===== src/rtl/core/bb3_pkg.sv =====
`timescale 1ns / 1ps
// ----------------------------------------------------------------------------
// bb3_pkg: shared types and constants of the 3x3 box blur
// Transfer formats, register indexes, fixed widths and the reciprocal table
// used to turn the rounded mean into a multiply and shift.
// ----------------------------------------------------------------------------
package bb3_pkg;

	localparam int CFG_W          = 11;
	localparam int CFG_IDX_W      = 1;
	localparam int CH_W           = 8;
	localparam int PIX_W          = 3 * CH_W;
	localparam int SUM_W          = 12;
	localparam int CNT_W          = 4;
	localparam int RECIP_W        = 24;
	localparam int RECIP_SHIFT    = 24;
	localparam int DIM_MIN        = 2;
	localparam int MAX_WIDTH_DEF  = 1024;
	localparam int MAX_HEIGHT_DEF = 1024;
	localparam int OFIFO_DEPTH    = 4;

	localparam logic [CFG_IDX_W-1:0] REG_IMAGE_WIDTH  = 1'b0;
	localparam logic [CFG_IDX_W-1:0] REG_IMAGE_HEIGHT = 1'b1;

	localparam logic REQ_PIXEL = 1'b0;
	localparam logic REQ_DRAIN = 1'b1;

	typedef struct packed {
		logic            req_type;
		logic [CH_W-1:0] in_red;
		logic [CH_W-1:0] in_green;
		logic [CH_W-1:0] in_blue;
	} req_t;

	typedef struct packed {
		logic [CH_W-1:0] out_red;
		logic [CH_W-1:0] out_green;
		logic [CH_W-1:0] out_blue;
		logic            frame_end;
	} res_t;

	// Ceiling of 2^24 / (2 * n) for every neighbour count that can occur.
	function automatic logic [RECIP_W-1:0] bb3_recip(input logic [CNT_W-1:0] n);
		logic [RECIP_W-1:0] m;
		unique case (n)
			4'd1:    m = 24'd8388608;
			4'd2:    m = 24'd4194304;
			4'd3:    m = 24'd2796203;
			4'd4:    m = 24'd2097152;
			4'd6:    m = 24'd1398102;
			4'd9:    m = 24'd932068;
			default: m = '0;
		endcase
		return m;
	endfunction

endpackage


===== src/rtl/core/bb3_ofifo.sv =====
`timescale 1ns / 1ps
// ----------------------------------------------------------------------------
// bb3_ofifo: result queue
// Small register queue in front of the result channel. The writer keeps a
// credit count, so a push always finds room.
// ----------------------------------------------------------------------------
module bb3_ofifo #(
	parameter int DEPTH = bb3_pkg::OFIFO_DEPTH
) (
	input  logic                       clk,
	input  logic                       arst_n,
	input  logic                       push,
	input  bb3_pkg::res_t              push_data,
	output logic                       res_valid,
	input  logic                       res_stall,
	output bb3_pkg::res_t              res,
	output logic [$clog2(DEPTH+1)-1:0] count
);

	localparam int PW = $clog2(DEPTH);
	localparam int NW = $clog2(DEPTH + 1);

	bb3_pkg::res_t mem_q [DEPTH];
	logic [PW-1:0] wr_ptr_q;
	logic [PW-1:0] rd_ptr_q;
	logic [NW-1:0] cnt_q;
	logic          pop;

	assign res_valid = (cnt_q != '0);
	assign pop       = res_valid && !res_stall;
	assign res       = mem_q[rd_ptr_q];
	assign count     = cnt_q;

	always_ff @(posedge clk) begin
		if (push) begin
			mem_q[wr_ptr_q] <= push_data;
		end
	end

	always_ff @(posedge clk or negedge arst_n) begin
		if (!arst_n) begin
			wr_ptr_q <= '0;
			rd_ptr_q <= '0;
			cnt_q    <= '0;
		end else begin
			if (push) begin
				wr_ptr_q <= wr_ptr_q + PW'(1);
			end
			if (pop) begin
				rd_ptr_q <= rd_ptr_q + PW'(1);
			end
			if (push && !pop) begin
				cnt_q <= cnt_q + NW'(1);
			end else if (pop && !push) begin
				cnt_q <= cnt_q - NW'(1);
			end
		end
	end

endmodule


===== config.mk =====
export PLATFORM = sky130hd
export DESIGN_NAME = bb3_ofifo
export DESIGN_NICKNAME = d
export VERILOG_FILES = /design/src/rtl/core/bb3_pkg.sv /design/src/rtl/core/bb3_ofifo.sv
export SDC_FILE = /design/constraint.sdc
export NUM_CORES = 1
export LEC_CHECK = 0
export BUFFER_PORTS_ARGS = -buffer_cell sky130_fd_sc_hd__buf_2
export CORE_ASPECT_RATIO = 0.6
export CORE_MARGIN = 3
export CORE_UTILIZATION = 60
export DETAILED_ROUTE_END_ITERATION = 6
export GPL_TIMING_DRIVEN = 0
export HOLD_SLACK_MARGIN = 0.15
export PLACE_DENSITY = 0.92
export SYNTH_ARGS = -nofsm -noshare
export SYNTH_HDL_FRONTEND = slang
export SYNTH_SLANG_ARGS = --single-unit
export TNS_END_PERCENT = 10

===== constraint.sdc =====
create_clock -name clk -period 2.8 [get_ports clk]
set_input_delay 0.14 -clock clk [delete_from_list [all_inputs] [get_ports clk]]
set_output_delay 0.14 -clock clk [all_outputs]
set_load 0.01 [all_outputs]

* Word level (Yosys, flattened, before mapping)
Memory sizes are Yosys's and may differ from the RTL's.
Index checks and enable logic that the tools add are counted.
W data, S select, Z words.
** Word-level totals
- Register bits after elaboration :: 7
- Memory bits (writable) :: 100
- Input bits :: 29
- Output and inout port bits :: 29
- Word-level logic and storage cells :: 20
- Memories :: 1
** Memories
- mem_q :: words 4, width 25, rd ports 1, clocked after memory_dff 0, write ports 1, RTL line bb3_ofifo.sv:23 : bb3_pkg::res_t mem_q [DEPTH];
** Operators by class
- Add/sub/neg operators :: 4
- Multiplexer cells :: 4
- Reduce and logical (&&, ||, !) cells :: 8
** Operators with widths (number)
- $mux W3 :: 2
- $add A2 B1 Y2 const B :: 2
- $add A3 B1 Y3 const B :: 1
- $logic_and A1 B1 Y1 :: 3
- $logic_not A1 Y1 :: 3
- $reduce_bool A3 Y1 :: 1
- $sub A3 B1 Y3 const B :: 1
- $mux W1 :: 2
- $reduce_bool A2 Y1 :: 1

* Logic depth before layout (Yosys ltp)
- Depth in word-level cells :: 5
- Depth in mapped cells :: 8

* Least setup slack after synthesis
Ideal clock, no wire load.
- Path type :: reg2reg
- Start point :: register cnt_q[0], in the netlist count[0]
- End point :: register cnt_q[2], in the netlist count[2]
- Setup time :: 79 ps
- Arrival :: 1842 ps
- Slack :: 879 ps
- Stages on the path, launching flop included :: 9
- Path through :: dfrtp_1 > nor3_1 > or2_2 > ha_1 > inv_1 > fa_1 > xor2_1 > nor2_1 > xor2_1
** On the way
- Longest elaborated chain between the ends :: 5
- Elaborated cells on any way between the ends :: 10
- Classes of those cells :: add/sub: 2; mux: 2; reduce/logical: 6
** Ends and longest elaborated chain
- from (decl) :: RTL line bb3_ofifo.sv:26 : logic [NW-1:0] cnt_q;
- from (signal assigned) :: RTL line bb3_ofifo.sv:53 : cnt_q <= cnt_q + NW'(1);
- from (signal assigned) :: RTL line bb3_ofifo.sv:55 : cnt_q <= cnt_q - NW'(1);
- branches (longest 5 deep; another with $sub A3 B1 Y3)
Parallel ways; which one is timed is not known. The select of a mux whose other input is x is not followed.
A chain may end at the register's enable or synchronous reset.

* Worst setup path after layout
Same ends and word-level chain as after synthesis.

==> summary.txt <==
Worst setup path
  – Cell family with most CP delay: simple AND/OR/NAND/NOR gates
  – Reg2reg end: count[2]
  – Worst Reg2Reg Path Length in Cells: 8
  – Worst endpoint required time: 3050 ps
  – CP Launch Type: register
  – Most frequent CP cell: xor2_1
  – Crit-path max FO: 4
  – Crit path DAT: 2370 ps
  – Bufs and invs on worst path: 1
  – R2r setup slk: 690 ps
  – Slowest cell on the critical path: dfrtp_1
  – Worst reg2reg path startpoint: count[0]
  – Kind of critical path: register to register
  – CP max stage delay: 440 ps
  – Capturing element type of the critical path: register
  – CP Cell Sequence: nor3_1 -> or2_2 -> ha_1 -> inv_1 -> fa_1 -> xor2_1 -> nor2_1 -> xor2_1

STA
  – Final min period: 2110 ps
  – Final worst path period share: 75.4%
  – F_max: 474 MHz
  – Setup TNS: 0 ps
  – Worst slew margin relative to its limit: 10.8%
  – Max Transition Viols Final: 0
  – RSZ-0062 raised after global routing: no
  – Max Clock Skew: 4.87 ps
  – Worst-Margin Slew: 1340 ps
  – Final Hold Vio Count: 0
  – Setup Viol. Count Final: 0

CTS
  – PostCTS Resize Cnt: 0
  – CTS buffer count: 9
  – Clk buf depth: 2
  – CTS tree: built
  – # clock sinks: 107
  – CTS Hold Bufs: 28
  – CTS Root Cell: clkbuf_16
  – CTS H-tree depth: 3
  – Worst skew pair latency: 330 ps
  – Post-CTS setup buffers: 0
  – Clk slew on worst S/H paths: 60 ps

Drt
  – DRT Pass-1 Iters: 4
  – Routed length per instance: 20.0 um
  – DRC: 0
  – Detailed Route Iter0 Violations: 70
  – Via count: 1929
  – Antenna Violating Nets Remaining: 0
  – Via/cell ratio: 5.51
  – Total Wirelength: 7.02 mm

Run
  – Max Cap Viol: 0

Global routing
  – First-pass GRT wire length: 11.4 mm
  – GR Util All Layers: 19.4%
  – Gr ovfl total: 0
  – Largest net degree at the start of global routing: 26
  – Vias in the first global route: 2102
  – Initial antenna violation count: 0

Power
  – Worst VDD drop: 0.553 mV
  – Lkg Pwr: 0.00182 uW
  – Power Density: 989 nW/um^2

Placed design
  – IO buf count: 57
  – DPL Wire Length: 4.37 mm
  – Cells after DPL: 306
  – RePlAce Congestion: 0.763

Floorplan
  – IO Pins: 58
  – Area of the die: 7810 um^2
  – Core area: 6330 um^2
  – Site Rows: 22
  – Die Width: 112 um
  – Initial Util: 64.0%
  – Die height: 69.7 um

Finish
  – Layout cells sized above 1: 36.5%
  – Final cell count without fillers: 350
  – Final nets: 296
  – Fill count: 335
  – P&R area growth vs syn: 23.8%
  – Ant diodes: 0
  – Final core occ: 79.2%

Yosys
  – Register area share after synthesis: 78.4%
  – Mapped Nets: 200
  – Yosys warning total: 0
  – Mapped Area: 4050 um^2
  – Distinct cell type count after synthesis: 20
  – Post-Syn Instances: 165
  – Avg Cell Area, Syn: 24.6 um^2
  – #FFs+latches synth: 107

Status
  – Status: completed

Hold path
  – Hold WC Path Type: input pin to asynchronous set/reset pin
==> worst reg2reg max path, stage by stage (launching register included) <==
cell,delay (ps)
dfrtp_1,440
nor3_1,350
or2_2,200
ha_1,210
inv_1,70
fa_1,370
xor2_1,150
nor2_1,110
xor2_1,150
==> registers in the layout, summed over array words and instances, names as in the netlist <==
signal    cells
mem_q       100
count         3
rd_ptr_q      2
wr_ptr_q      2
==> cell type report <==
type	instances	area (um^2)	area share, %
clock inverter	7	67.6	1.35
buffer	6	66.3	1.32
inverter	4	15.0	0.299
timing repair buffer	85	566	11.3
clock buffer	9	225	4.49
sequential	107	3180	63.4
tap	84	105	2.10
multi-input combinational	48	792	15.8
==> kinds of logic after synthesis <==
family	synth area share, %
buffers and inverters	2.01
adder cells (fa/ha/maj)	2.04
XOR/XNOR	1.30
AND/OR/NAND/NOR	1.27
AO/OA/AOI/OAI	0.123
flip-flops	78.4
multiplexers	14.8
==> synthesized netlist by cell type <==
cell type | count | share of area (%)
and2_1 | 4 | 0.62
buf_12 | 2 | 0.99
buf_2 | 3 | 0.37
buf_6 | 1 | 0.28
dfrtp_1 | 7 | 4.3
edfxtp_1 | 100 | 74
fa_1 | 1 | 0.49
ha_1 | 5 | 1.5
inv_1 | 4 | 0.37
mux2_2 | 1 | 0.28
mux4_1 | 7 | 4.5
mux4_2 | 18 | 10
nand2_1 | 1 | 0.093
nor2_1 | 1 | 0.093
nor3_1 | 1 | 0.12
nor3b_1 | 1 | 0.19
o21ai_0 | 1 | 0.12
or2_2 | 1 | 0.15
xnor2_1 | 2 | 0.43
xor2_1 | 4 | 0.86
==> metal layers <==
layer  vias up  GRT usage, %  routed length [um]  share of wire, %
li1        875             -                   -                 -
met1       975          26.6                2970                42
met2        77          32.1                3600                51
met3         2          5.32                 441               6.3
met4         0          3.60                   6             0.086
met5         -             0                   0                 0
==> placed cells by master (no fill, tap or decap), types with 2 or more instances in the layout <==
cell / count
buf_2: 60
dlygate4sd3_1: 28
clkinv_1: 2
mux4_1: 7
xor2_1: 4
ha_1: 5
buf_12: 2
xnor2_1: 2
inv_1: 4
and2_1: 4
mux4_2: 18
edfxtp_1: 100
dfrtp_1: 7
clkbuf_16: 9
==> power by group <==
part | internal (uW) | switching [uW]
Combinational | 745 | 795
Clock | 689 | 512
Sequential | 2120 | 102
Total | 3550 | 1410
==> per-stage QoR <==
step / area (um^2) / setup WS [ps] / hold WS [ps] / total power [uW]
floorplan: 4050 / 879 / -156 / 3240
global placement: 4440 / 801 / -23.4 / 3700
detailed placement: 4440 / 696 / -24.4 / 3770
CTS: 5010 / 683 / 168 / 5010
global route: 5010 / 511 / 216 / 5210
finish: 5010 / 689 / 196 / 4960
==> worst max path at each step <==
stage              from       end  slack [ps]  cells after the start
4_1_cts        count[0]  count[2]         680                      8
2_1_floorplan  count[0]  count[2]         880                      8
5_1_grt        count[0]  count[2]         510                      8
3_5_place_dp   count[0]  count[2]         700                      8
3_3_place_gp   count[0]  count[2]         800                      8
6_report       count[0]  count[2]         690                      8
No activity file was read; power rests on OpenSTA's default activity.
